File: config.mk
export PLATFORM = sky130hd
export DESIGN_NAME = two_class_fifo_selective_dequeue_unit
export DESIGN_NICKNAME = d
export VERILOG_FILES = /design/src/hdl/tcfsd_pkg.sv /design/src/hdl/tcfsd_ctrl.sv /design/src/hdl/tcfsd_datapath.sv /design/src/hdl/two_class_fifo_selective_dequeue_unit.sv
export SDC_FILE = /design/constraint.sdc
export NUM_CORES = 1
export LEC_CHECK = 0
export ABC_AREA = 1
export BUFFER_PORTS_ARGS = -buffer_cell sky130_fd_sc_hd__buf_2
export CAP_MARGIN = 20
export CORE_UTILIZATION = 38
export CTS_CLUSTER_DIAMETER = 200
export CTS_CLUSTER_SIZE = 25
export DETAILED_ROUTE_END_ITERATION = 10
export HOLD_SLACK_MARGIN = 0.02
export SYNTH_ARGS = -nofsm -noshare
export SYNTH_HDL_FRONTEND = slang
export SYNTH_SLANG_ARGS = --single-unit
File: constraint.sdc
create_clock -name clk -period 7.7 [get_ports clk]
set_input_delay 1.54 -clock clk [delete_from_list [all_inputs] [get_ports clk]]
set_output_delay 1.54 -clock clk [all_outputs]
set_load 0.02 [all_outputs]
File: src/hdl/tcfsd_pkg.sv
package tcfsd_pkg;

	// Stamp field width of the request and response items.
	localparam int ITEM_STAMP_W = 16;

	typedef enum logic [1:0] {
		OP_APPEND = 2'd0,
		OP_ANY    = 2'd1,
		OP_CLASS0 = 2'd2,
		OP_CLASS1 = 2'd3
	} op_t;

	typedef enum logic [1:0] {
		ST_OK   = 2'd0,
		ST_NONE = 2'd1,
		ST_FULL = 2'd2
	} status_t;

	typedef struct packed {
		op_t                     operation;
		logic                    entry_class;
		logic [ITEM_STAMP_W-1:0] entry_stamp;
	} req_item_t;

	typedef struct packed {
		status_t                 status;
		logic                    removed_class;
		logic [ITEM_STAMP_W-1:0] removed_stamp;
	} rsp_item_t;

	typedef enum logic [0:0] {
		CS_IDLE = 1'b0,
		CS_EXEC = 1'b1
	} ctl_state_t;

	// Commands from the controller to the datapath.
	typedef struct packed {
		logic load;     // capture a new request, restart the scan
		logic advance;  // move the scan to the next cell
		logic commit;   // perform the request and write the response
	} dp_cmd_t;

	// Status from the datapath to the controller.
	typedef struct packed {
		logic is_append;
		logic scan_done;
		logic cur_match;
		logic rsp_free;
	} dp_sts_t;

endpackage

File: src/hdl/tcfsd_ctrl.sv
module tcfsd_ctrl (
	input  logic              clk,
	input  logic              arst_n,
	input  logic              req_valid,
	output logic              req_stall,
	input  tcfsd_pkg::dp_sts_t sts,
	output tcfsd_pkg::dp_cmd_t cmd
);
	import tcfsd_pkg::*;

	ctl_state_t state_q;
	ctl_state_t state_d;

	always_ff @(posedge clk or negedge arst_n) begin
		if (!arst_n) begin
			state_q <= CS_IDLE;
		end else begin
			state_q <= state_d;
		end
	end

	always_comb begin
		state_d     = state_q;
		cmd         = '0;
		req_stall   = 1'b1;
		unique case (state_q)
			CS_IDLE: begin
				req_stall = 1'b0;
				if (req_valid) begin
					cmd.load = 1'b1;
					state_d  = CS_EXEC;
				end
			end
			CS_EXEC: begin
				// The request finishes only once the response register can take its result.
				if (sts.rsp_free) begin
					if (sts.is_append || sts.scan_done || sts.cur_match) begin
						cmd.commit = 1'b1;
						state_d    = CS_IDLE;
					end else begin
						cmd.advance = 1'b1;
					end
				end
			end
			default: state_d = CS_IDLE;
		endcase
	end

endmodule

File: src/hdl/tcfsd_datapath.sv
module tcfsd_datapath #(
	parameter int DEPTH       = 16,
	parameter int STAMP_WIDTH = 16
) (
	input  logic                 clk,
	input  logic                 arst_n,
	input  tcfsd_pkg::req_item_t req,
	input  tcfsd_pkg::dp_cmd_t   cmd,
	output tcfsd_pkg::dp_sts_t   sts,
	output logic                 rsp_valid,
	input  logic                 rsp_stall,
	output tcfsd_pkg::rsp_item_t rsp
);
	import tcfsd_pkg::*;

	localparam int CW = $clog2(DEPTH + 1);
	localparam int IW = (DEPTH > 1) ? $clog2(DEPTH) : 1;
	localparam logic [CW-1:0] FULL_COUNT = CW'(DEPTH);

	// Entry cells, head at index zero.
	logic                   cls_q   [DEPTH];
	logic [STAMP_WIDTH-1:0] stamp_q [DEPTH];
	logic [CW-1:0]          occ_q;

	// Request being worked on.
	op_t                    op_q;
	logic                   ecls_q;
	logic [STAMP_WIDTH-1:0] estamp_q;
	logic [CW-1:0]          scan_q;

	logic                   rsp_valid_q;
	rsp_item_t              rsp_q;

	logic                   full;
	logic                   cur_cls;
	logic [STAMP_WIDTH-1:0] cur_stamp;
	logic                   take;
	logic                   put;
	logic [IW-1:0]          scan_idx;
	logic [IW-1:0]          tail_idx;

	assign full      = (occ_q == FULL_COUNT);
	assign scan_idx  = scan_q[IW-1:0];
	assign tail_idx  = occ_q[IW-1:0];
	assign cur_cls   = cls_q[scan_idx];
	assign cur_stamp = stamp_q[scan_idx];

	assign sts.is_append = (op_q == OP_APPEND);
	assign sts.scan_done = (scan_q >= occ_q);
	assign sts.cur_match = (op_q == OP_ANY) || (cur_cls == (op_q == OP_CLASS1));
	assign sts.rsp_free  = !rsp_valid_q || !rsp_stall;

	assign put  = cmd.commit && sts.is_append && !full;
	assign take = cmd.commit && !sts.is_append && !sts.scan_done;

	// Control state: entry count and response valid.
	always_ff @(posedge clk or negedge arst_n) begin
		if (!arst_n) begin
			occ_q       <= '0;
			rsp_valid_q <= 1'b0;
		end else begin
			if (put) begin
				occ_q <= occ_q + CW'(1);
			end else if (take) begin
				occ_q <= occ_q - CW'(1);
			end
			if (cmd.commit) begin
				rsp_valid_q <= 1'b1;
			end else if (!rsp_stall) begin
				rsp_valid_q <= 1'b0;
			end
		end
	end

	// Request capture and scan position.
	always_ff @(posedge clk) begin
		if (cmd.load) begin
			op_q     <= req.operation;
			ecls_q   <= req.entry_class;
			estamp_q <= STAMP_WIDTH'(req.entry_stamp);
			scan_q   <= '0;
		end else if (cmd.advance) begin
			scan_q <= scan_q + CW'(1);
		end
	end

	// Cells: an append writes the tail, a removal closes the gap behind the hit.
	always_ff @(posedge clk) begin
		for (int i = 0; i < DEPTH; i++) begin
			if (put && (tail_idx == IW'(i))) begin
				cls_q[i]   <= ecls_q;
				stamp_q[i] <= estamp_q;
			end else if (take && (i < DEPTH - 1) && (scan_q <= CW'(i))) begin
				cls_q[i]   <= cls_q[(i < DEPTH - 1) ? i + 1 : i];
				stamp_q[i] <= stamp_q[(i < DEPTH - 1) ? i + 1 : i];
			end
		end
	end

	// Response payload.
	always_ff @(posedge clk) begin
		if (cmd.commit) begin
			priority if (sts.is_append) begin
				rsp_q.status        <= full ? ST_FULL : ST_OK;
				rsp_q.removed_class <= 1'b0;
				rsp_q.removed_stamp <= '0;
			end else if (sts.scan_done) begin
				rsp_q.status        <= ST_NONE;
				rsp_q.removed_class <= 1'b0;
				rsp_q.removed_stamp <= '0;
			end else begin
				rsp_q.status        <= ST_OK;
				rsp_q.removed_class <= cur_cls;
				rsp_q.removed_stamp <= ITEM_STAMP_W'(cur_stamp);
			end
		end
	end

	assign rsp_valid = rsp_valid_q;
	assign rsp       = rsp_q;

endmodule

File: src/hdl/two_class_fifo_selective_dequeue_unit.sv
// Sequence: a request is captured, a removal then scans from the head past non-matching
// entries, and the request commits once the response register is free; an append never scans.
// Throughput: one request at a time; the next one is accepted the cycle after the previous
// one finishes, while its response may still wait in the output register.
// Reset: arst_n clears the entry count, the controller and the response valid at once.
module two_class_fifo_selective_dequeue_unit #(
	parameter int DEPTH       = 16,
	parameter int STAMP_WIDTH = 16
) (
	input  logic                 clk,
	input  logic                 arst_n,
	input  logic                 req_valid,
	output logic                 req_stall,
	input  tcfsd_pkg::req_item_t req,
	output logic                 rsp_valid,
	input  logic                 rsp_stall,
	output tcfsd_pkg::rsp_item_t rsp
);
	import tcfsd_pkg::*;

	// The queue is a row of register cells with the oldest entry at the head. A removal
	// walks the cells from the head one per cycle while the response register is free, until
	// it finds an entry of the wanted class or passes the last one; the cells behind the hit
	// then all move one place toward the head at once, so the rest keep their arrival order.

	dp_cmd_t cmd;
	dp_sts_t sts;

	// The controller sequences each request: capture, scan, and commit once the response
	// register is free.
	tcfsd_ctrl u_ctrl (
		.clk       (clk),
		.arst_n    (arst_n),
		.req_valid (req_valid),
		.req_stall (req_stall),
		.sts       (sts),
		.cmd       (cmd)
	);

	// The datapath holds the cells, the entry count, the scan pointer and the response item.
	tcfsd_datapath #(
		.DEPTH       (DEPTH),
		.STAMP_WIDTH (STAMP_WIDTH)
	) u_datapath (
		.clk       (clk),
		.arst_n    (arst_n),
		.req       (req),
		.cmd       (cmd),
		.sts       (sts),
		.rsp_valid (rsp_valid),
		.rsp_stall (rsp_stall),
		.rsp       (rsp)
	);

endmodule

# Word level (Yosys, flattened, before mapping)
# Memories as Yosys holds them, arrays and structs flattened. A register that Yosys moved wholly into a read port is not among the register bits.
# Cells that the tools add are included.
[word_totals] ram_bits=272 out_inout_bits=21 n_memories=2 inputBits=23 register_bits=50
[op_classes] bitwise=31 reduce_logical=50 magnitude_cmp=16 muxes=133 n_eq_ne=20 add_sub_neg=3
[mem_list] name="u_datapath.stamp_q" depth=16 word_bits=16 rd=16 rd_clocked_by_memory_dff=1 write_ports=15 line="tcfsd_datapath.sv:22" text="logic [STAMP_WIDTH-1:0] stamp_q [DEPTH];"
[mem_list] name="u_datapath.cls_q" depth=16 word_bits=1 rd=16 rd_clocked_by_memory_dff=1 write_ports=15 line="tcfsd_datapath.sv:21" text="logic cls_q [DEPTH];"
[ops] cell="$mux 16" count=16
[ops] cell="$mux 1" count=103
[ops] cell="$le 5x4->1 const B" count=7
[ops] cell="$logic_and 1x1->1" count=35
[ops] cell="$eq 4x4->1 const B" count=8
[ops] cell="$or 1x1->1" count=30
[ops] cell="$mux 4" count=6
[ops] cell="$le 5x3->1 const B" count=4
[ops] cell="$mux 19" count=1
[ops] cell="$mux 18" count=1
[ops] cell="$eq 4x3->1 const B" count=4
[ops] cell="$reduce_or 16->1" count=1
[ops] cell="$add 5x1->5 const B" count=2
[ops] cell="$le 5x1->1 const B" count=2
[ops] cell="$le 5x2->1 const B" count=2
[ops] cell="$mux 5" count=2
[ops] cell="$eq 4x2->1 const B" count=2
[ops] cell="$mux 2" count=3
[ops] cell="$eq 5x5->1 const B" count=1
[ops] cell="$ge 5x5->1" count=1
[ops] cell="$logic_not 1->1" count=5
[ops] cell="$sub 5x1->5 const B" count=1
[ops] cell="$eq 4x1->1 const B" count=1
[ops] cell="$logic_not 4->1" count=1
[ops] cell="11 further kinds" count=14

# Longest topological paths before layout
# Gate-level depths: netlist of run 1.
[logic_depth] ltp_word=15 ltp_mapped=22 ltp_nobuf=20

# Modules after synthesis
# Synthesis of run 1 repeated with hierarchy kept, for this count alone.
[hier_totals] hier_cells=1971 area_unflattened_um2=16961.3
[by_module_without_submodules] module="tcfsd_datapath" seq_area_each_um2=9639.2 area_per_inst_um2=16876.2 instances=1 cells_each=1959
[by_module_without_submodules] module="tcfsd_ctrl" seq_area_each_um2=25.0 area_per_inst_um2=85.1 instances=1 cells_each=12

# Least setup slack after synthesis of run 1
# No wires, ideal clock.
[synth_timing] path_type="input to register" start="input port rsp_stall" end="memory u_datapath.cls_q[6], enable pin" n_path_buf=0 arrival_ns=3.884 path_slack_ns=3.397 setup_ns=0.419 path_stages=5 cell_sequence="a21oi_1 nand3_1 inv_1 nand3_1 o32ai_1"
[synth_lines] item="from (decl)" line="two_class_fifo_selective_dequeue_unit.sv:16" text="input logic rsp_stall,"
[synth_lines] item="to (decl)" line="tcfsd_datapath.sv:21"

==> results by group, run 1 <==
Clocking
  • Hold_buf cts: 0
  • Clock Tree Buf Depth: 3
  • Setup Fix Bufs, Post-CTS: 0
  • PostCTS Resize Cnt: 0
  • Clock root cell: clkbuf_16
  • Clock Sinks: 326
  • CTS buffer count: 17
  • Worst skew pair latency: 0.53 ns
  • CTS tree: built
  • H-tree levels: 1
  • Clock-pin slew on the worst setup and hold paths: 0.11 ns

STA
  • Setup violators final: 0
  • Max_slew headroom: 0.2366
  • Final number of hold-violating endpoints: 0
  • Final worst path period need: 4.561 ns
  • Clock skew: 0.03662 ns
  • Max Clock Freq: 219.3 MHz
  • Min Hold Slack: 0.5198 ns
  • Fin crit share: 0.5923
  • RSZ-0062 raised after global routing: no
  • Setup tns final: 0 ns
  • Worst slew pin tran: 1.145 ns
  • Fin. max-slew vios: 0

Route
  • WL/cell: 21.05 microns
  • Residual DRC: 0
  • Vias per inst: 5.630
  • Antenna-violating nets left: 0
  • Total number of vias: 12430
  • Routed wire length: 46470 microns
  • Router iterations before antenna repair: 5
  • Violation count after the first detailed-route iteration: 1465

Yosys
  • Cells after synthesis: 1689
  • Synth Cell Area: 16040 sq um
  • Top-area cell type share of the netlist area: 0.5802
  • FF+latch count, synth: 326
  • Ys Warns: 0
  • Main synth FF type: edfxtp_1
  • Synth Area per Inst: 9.499 sq um
  • Most frequent cell after synthesis: edfxtp_1
  • Post-synth EDFFs: 310
  • Sequential share of the synthesized area: 0.6024
  • Cell taking the most area after synthesis: edfxtp_1
  • Synth cell types: 43
  • Post-synth ARST share: 0.02147
  • Syn Nets: 1723
  • Ranking of synthesized cells by area: edfxtp_1, o21ai_0, nand2_1
  • Most frequent cells after synthesis: edfxtp_1, nand2_1, o21ai_0

Critical path
  • Worst-path fanout max: 101
  • Critical path arrival: 4.94 ns
  • Slowest CP cell: dfxtp_4
  • Setup Crit Path Kind: flip-flop to flip-flop
  • CP endpoint kind: flip-flop
  • Largest stage delay on the critical path: 1.02 ns
  • Worst EP required: 8.08 ns
  • Largest delay share family, worst path: simple AND/OR/NAND/NOR gates
  • Crit path cell chain: inv_2 > nand2_1 > nand3_1 > nand3_1 > nand3_2 > nand2_1 > nand2_2 > nand3_4 > nand2_4 > inv_4 > nand2_4 > inv_4 > nand2_4 > nor2_4 > nor2_4 > inv_4 > nand2_1 > o21ai_1
  • Worst setup SP type: flip-flop
  • Buffers & Inverters on Critical Path: 4
  • Worst R2R Setup Slack: 3.14 ns

Power and ir drop
  • Logic gate share of total power: 0.450
  • Pwr/cell area: 502.1 nW/um^2
  • Switching share of power: 0.4483
  • Clock network power share: 0.115
  • Total power draw: 8.714 mW
  • Internal power: 4.808 mW
  • Seq pwr share: 0.435
  • P_leak: 6.465 nW
  • Psw: 3.906 mW
  • Maximum vdd drop: 301.5 uV

Floorplanning
  • DIE HEIGHT: 207.5 microns
  • DIE AREA: 43050 sq um
  • Starting Density: 0.3894
  • Core area: 41200 sq um
  • Ports: 44
  • Num rows: 74
  • Chip width: 207.5 microns

Global route
  • Number of global-route vias before repair: 11900
  • Pin count of the biggest net entering global routing: 102
  • Final global-route overflow total: 0
  • Antenna violations before repair: 0
  • Global-route wire length before repair: 71270 microns
  • GRT Total Usage: 0.2152

Job
  • Max cap viols: 0

Final layout
  • Area growth syn-to-layout: 8.173%
  • Ant. Diodes: 0
  • Fillers: 3902
  • Share of cells above drive strength 1: 0.07578
  • Final #Nets: 1706

Place
  • Dpl hpwl: 29630 microns
  • RePlAce Congestion: 0.8593
  • Number of port buffers: 43

Worst hold path
  • Tightest Hold Check Type: flip-flop to flip-flop

Run status
  • Status: finished, final reports clean
layer usage:
metal  global-route usage  up-vias  wire length, microns
met5                    0        -                     0
met4              0.07102        0                  1487
met3              0.02511       67                  3304
met2               0.3627      551                 22300
met1               0.2882     5986                 19380
li1                     -     5828                     -
placed cells by master, fill, tap and decap left out, types with 2 or more instances in the layout:
master / instances
nor2_2: 3
inv_4: 3
buf_16: 6
dfrtp_1: 7
clkbuf_16: 17
clkinv_1: 8
buf_2: 43
o21ai_0: 285
nor3_1: 5
nand2_4: 4
o21a_1: 2
nand3_2: 3
clkbuf_1: 5
o21ai_4: 3
o31ai_4: 2
inv_2: 2
a211oi_1: 6
o21ai_2: 11
buf_8: 4
dfxtp_1: 7
nand3_1: 38
o32ai_4: 2
o41ai_1: 2
nand4_1: 4
ha_1: 11
o21ai_1: 93
nor2_4: 2
a21oi_1: 140
edfxtp_1: 310
nand2_1: 296
buf_4: 14
o22ai_1: 34
inv_1: 148
nor2_1: 142
final cells by class:
cell class              count  area, sq um  share of cell area
well taps                 532        665.6             0.03835
clock buffers              22        444.2             0.02559
clock inverters             1        30.03            0.001730
repair buffers             67        545.5             0.03143
multi-input cells        1099         5389              0.3105
flip-flops and latches    326         9669              0.5571
inverters                 161        611.8             0.03525
worst register-to-register path, stage by stage, from the launching register on:
cell	delay, ns
dfxtp_4	1.02
inv_2	0.42
nand2_1	0.16
nand3_1	0.08
nand3_1	0.14
nand3_2	0.11
nand2_1	0.14
nand2_2	0.08
nand3_4	0.09
nand2_4	0.06
inv_4	0.30
nand2_4	0.15
inv_4	0.13
nand2_4	0.11
nor2_4	0.73
nor2_4	0.11
inv_4	0.31
nand2_1	0.14
o21ai_1	0.11
sequential cells by signal (all words and copies together), names as in the netlist, named ones only:
name and cells:
u_datapath.rsp 19, u_datapath.occ_q 5, u_datapath.estamp_q 16, u_datapath.op_q 2
u_datapath.stamp_q 256, u_datapath.rsp_valid 1, u_datapath.scan_q 5, u_ctrl.state_q 1
u_datapath.ecls_q 1, u_datapath.cls_q 16
power by group through the flow:
stage,sequential [mW],clock [mW],combinational (mW)
global route,3.88,1.07,4.35
detailed placement,3.82,0,3.79
finish,3.79,1.00,3.92
floorplan,3.66,0,2.59
global placement,3.81,0,3.65
CTS,3.79,1.02,3.80
final timing paths:
path	end	start	cells after the start
worst max-delay path	u_datapath.stamp_q[5][6]$_DFFE_PP_	flip-flop	18
worst min-delay path	u_datapath.rsp_valid$_DFFE_PN0P_	u_datapath.rsp_valid$_DFFE_PN0P_	2
worst max register to register	u_datapath.stamp_q[5][6]$_DFFE_PP_	flip-flop	18
worst min register to register	u_datapath.rsp_valid$_DFFE_PN0P_	u_datapath.rsp_valid$_DFFE_PN0P_	2
max in group asynchronous	u_datapath.occ_q[3]$_DFFE_PN0P_	arst_n	1
min in group asynchronous	u_datapath.rsp_valid$_DFFE_PN0P_	arst_n	1
stage by stage:
| stage | setup WS, ns | utilization | cells | area [sq um] |
|---|---|---|---|---|
| global route | 2.750 | 0.4212 | 2208 | 17360 |
| global placement | 3.062 | 0.4043 | 2175 | 16660 |
| CTS | 2.919 | 0.4175 | 2201 | 17200 |
| floorplan | 3.397 | - | 1689 | 16040 |
| finish | 3.139 | 0.4212 | 2208 | 17360 |
| detailed placement | 2.967 | 0.4060 | 2178 | 16730 |
cell families after synthesis:
kind of cell / Yosys count / share of synthesized area
AOI/OAI and AO/OA: 583 / 0.1899
and+or+nand+nor: 504 / 0.1294
DFF: 326 / 0.6024
buffers and inverters: 264 / 0.06925
adders and majority gates: 11 / 0.008578
xor gates and xnor gates: 1 / 0.0005460
Note: power is estimated with default switching activity, not from simulation.
==> inputs of run 2 (changes only) <==
==> constraint.sdc (replaced) <==
create_clock -name clk -period 4.3 [get_ports clk]
set_input_delay 0.86 -clock clk [delete_from_list [all_inputs] [get_ports clk]]
set_output_delay 0.86 -clock clk [all_outputs]
set_load 0.02 [all_outputs]
==> results by group, run 2 (synthesis results as in run 1) <==
Route
  • Total number of vias: 12600
  • Antenna-violating nets left: 0
  • Router iterations before antenna repair: 5
  • Vias per inst: 5.637
  • Violation count after the first detailed-route iteration: 1401
  • Residual DRC: 0
  • WL/cell: 21.29 microns
  • Routed wire length: 47600 microns

Place
  • Post-Place Cell Area: 16940 sq um
  • Dpl hpwl: 30950 microns
  • RePlAce Congestion: 0.8567
  • Number of port buffers: 43

Global route
  • Number of global-route vias before repair: 11990
  • Antenna violations before repair: 1
  • Final global-route overflow total: 0
  • Global-route wire length before repair: 72680 microns
  • GRT Total Usage: 0.2207
  • Pin count of the biggest net entering global routing: 97

STA
  • Final number of hold-violating endpoints: 0
  • Max_slew headroom: 0.2716
  • Setup violators final: 0
  • Worst slew pin tran: 1.088 ns
  • Clock skew: 0.03563 ns
  • Final worst path period need: 3.809 ns
  • Fin. max-slew vios: 0
  • Max Clock Freq: 262.6 MHz
  • Fin crit share: 0.8857
  • Setup tns final: 0 ns
  • RSZ-0062 raised after global routing: no

Power and ir drop
  • Pwr/cell area: 908.0 nW/um^2
  • Maximum vdd drop: 518.7 uV
  • P_leak: 6.570 nW

Final layout
  • Final #Nets: 1734
  • Most frequent cells in the layout: edfxtp_1, nand2_1, o21ai_0
  • Number of flip-flops in the largest register: 256
  • Area growth syn-to-layout: 8.898%
  • Most common cell after layout, fill and taps aside: edfxtp_1
  • Share of cells above drive strength 1: 0.09155
  • Biggest register: u_datapath.stamp_q
  • Fin area: 17470 sq um
  • Ant. Diodes: 0
  • Fillers: 3936

Critical path
  • Largest stage delay on the critical path: 0.75 ns
  • CP endpoint kind: flip-flop
  • Critical path arrival: 4.06 ns
  • Worst-path fanout max: 11
  • Crit path cell chain: inv_1 > ha_1 > nand2_1 > or3_1 > nand3_1 > nor2_2 > nand3_4 > nand3_1 > inv_1 > nand3_1 > o21ai_2 > buf_4
  • Buffers & Inverters on Critical Path: 3
  • Worst EP required: 4.55 ns
  • Slowest CP cell: o21ai_2
  • Most used cell, CP: nand3_1
  • Largest delay share family, worst path: simple AND/OR/NAND/NOR gates
  • Setup Crit Path Kind: flip-flop to flip-flop
  • Worst setup SP type: flip-flop

Run status
  • Status: finished, final reports clean

Floorplanning
  • Num rows: 74
  • Starting Density: 0.3894
  • Core area: 41200 sq um
  • Ports: 44
  • DIE HEIGHT: 207.5 microns
  • DIE AREA: 43050 sq um
  • Chip width: 207.5 microns

Clocking
  • PostCTS Resize Cnt: 0
  • Clock root cell: clkbuf_16
  • CTS buffer count: 17
  • H-tree levels: 1
  • Setup Fix Bufs, Post-CTS: 0
  • CTS tree: built
  • Hold_buf cts: 0
  • Worst skew pair latency: 0.53 ns
  • Clock-pin slew on the worst setup and hold paths: 0.11 ns
  • Clock Tree Buf Depth: 3
  • Clock Sinks: 326

Job
  • Max cap viols: 0

Worst hold path
  • Tightest Hold Check Type: input pin to asynchronous set/reset pin
[run 2: path summary, 6_finish.rpt]
path	end	from	slack, ns	cells after the start
min in group clk	u_datapath.op_q[1]$_DFFE_PP_	req[18]	0.49	1
worst min-delay path	u_datapath.occ_q[4]$_DFFE_PN0P_	arst_n	0.15	1
max in group asynchronous	u_datapath.occ_q[3]$_DFFE_PN0P_	arst_n	3.98	1
worst min register to register	u_datapath.occ_q[4]$_DFFE_PN0P_	u_datapath.occ_q[4]$_DFFE_PN0P_	0.51	2
worst max register to register	u_datapath.stamp_q[2][6]$_DFFE_PP_	u_datapath.occ_q[1]$_DFFE_PN0P_	0.49	12
worst max-delay path	u_datapath.stamp_q[2][6]$_DFFE_PP_	u_datapath.occ_q[1]$_DFFE_PN0P_	0.49	12
[run 2: cell type report]
type                    count  area (sq um)  share of cell area
inverters                 161         611.8             0.03502
clock inverters             1         30.03            0.001719
repair buffers             95         658.1             0.03767
flip-flops and latches    326          9669              0.5534
well taps                 532         665.6             0.03810
multi-input cells        1099          5389              0.3084
clock buffers              22         447.9             0.02564
[run 2: power by group]
group | internal [mW] | switching [mW]
sequential | 5.87 | 0.771
clock | 0.754 | 1.04
combinational | 2.02 | 5.40
[run 2: stage by stage]
stage	hold WS (ns)	cells	setup slack, ns	power [mW]	utilization
global placement	0.4764	2211	0.5406	13.81	0.4111
CTS	0.1371	2234	0.4230	15.76	0.4227
global route	0.1428	2236	0.1841	16.90	0.4241
detailed placement	0.4904	2211	0.4446	13.96	0.4111
finish	0.1455	2236	0.4913	15.86	0.4241
floorplan	0.4623	1689	0.4156	11.20	-
[run 2: per-layer routing]
layer | global-route usage | vias up | part of all wire
li1 | - | 5882 | -
met1 | 0.3286 | 6042 | 0.45
met2 | 0.3376 | 613 | 0.44
met3 | 0.03056 | 67 | 0.089
met4 | 0.05584 | 0 | 0.021
met5 | 0 | - | 0
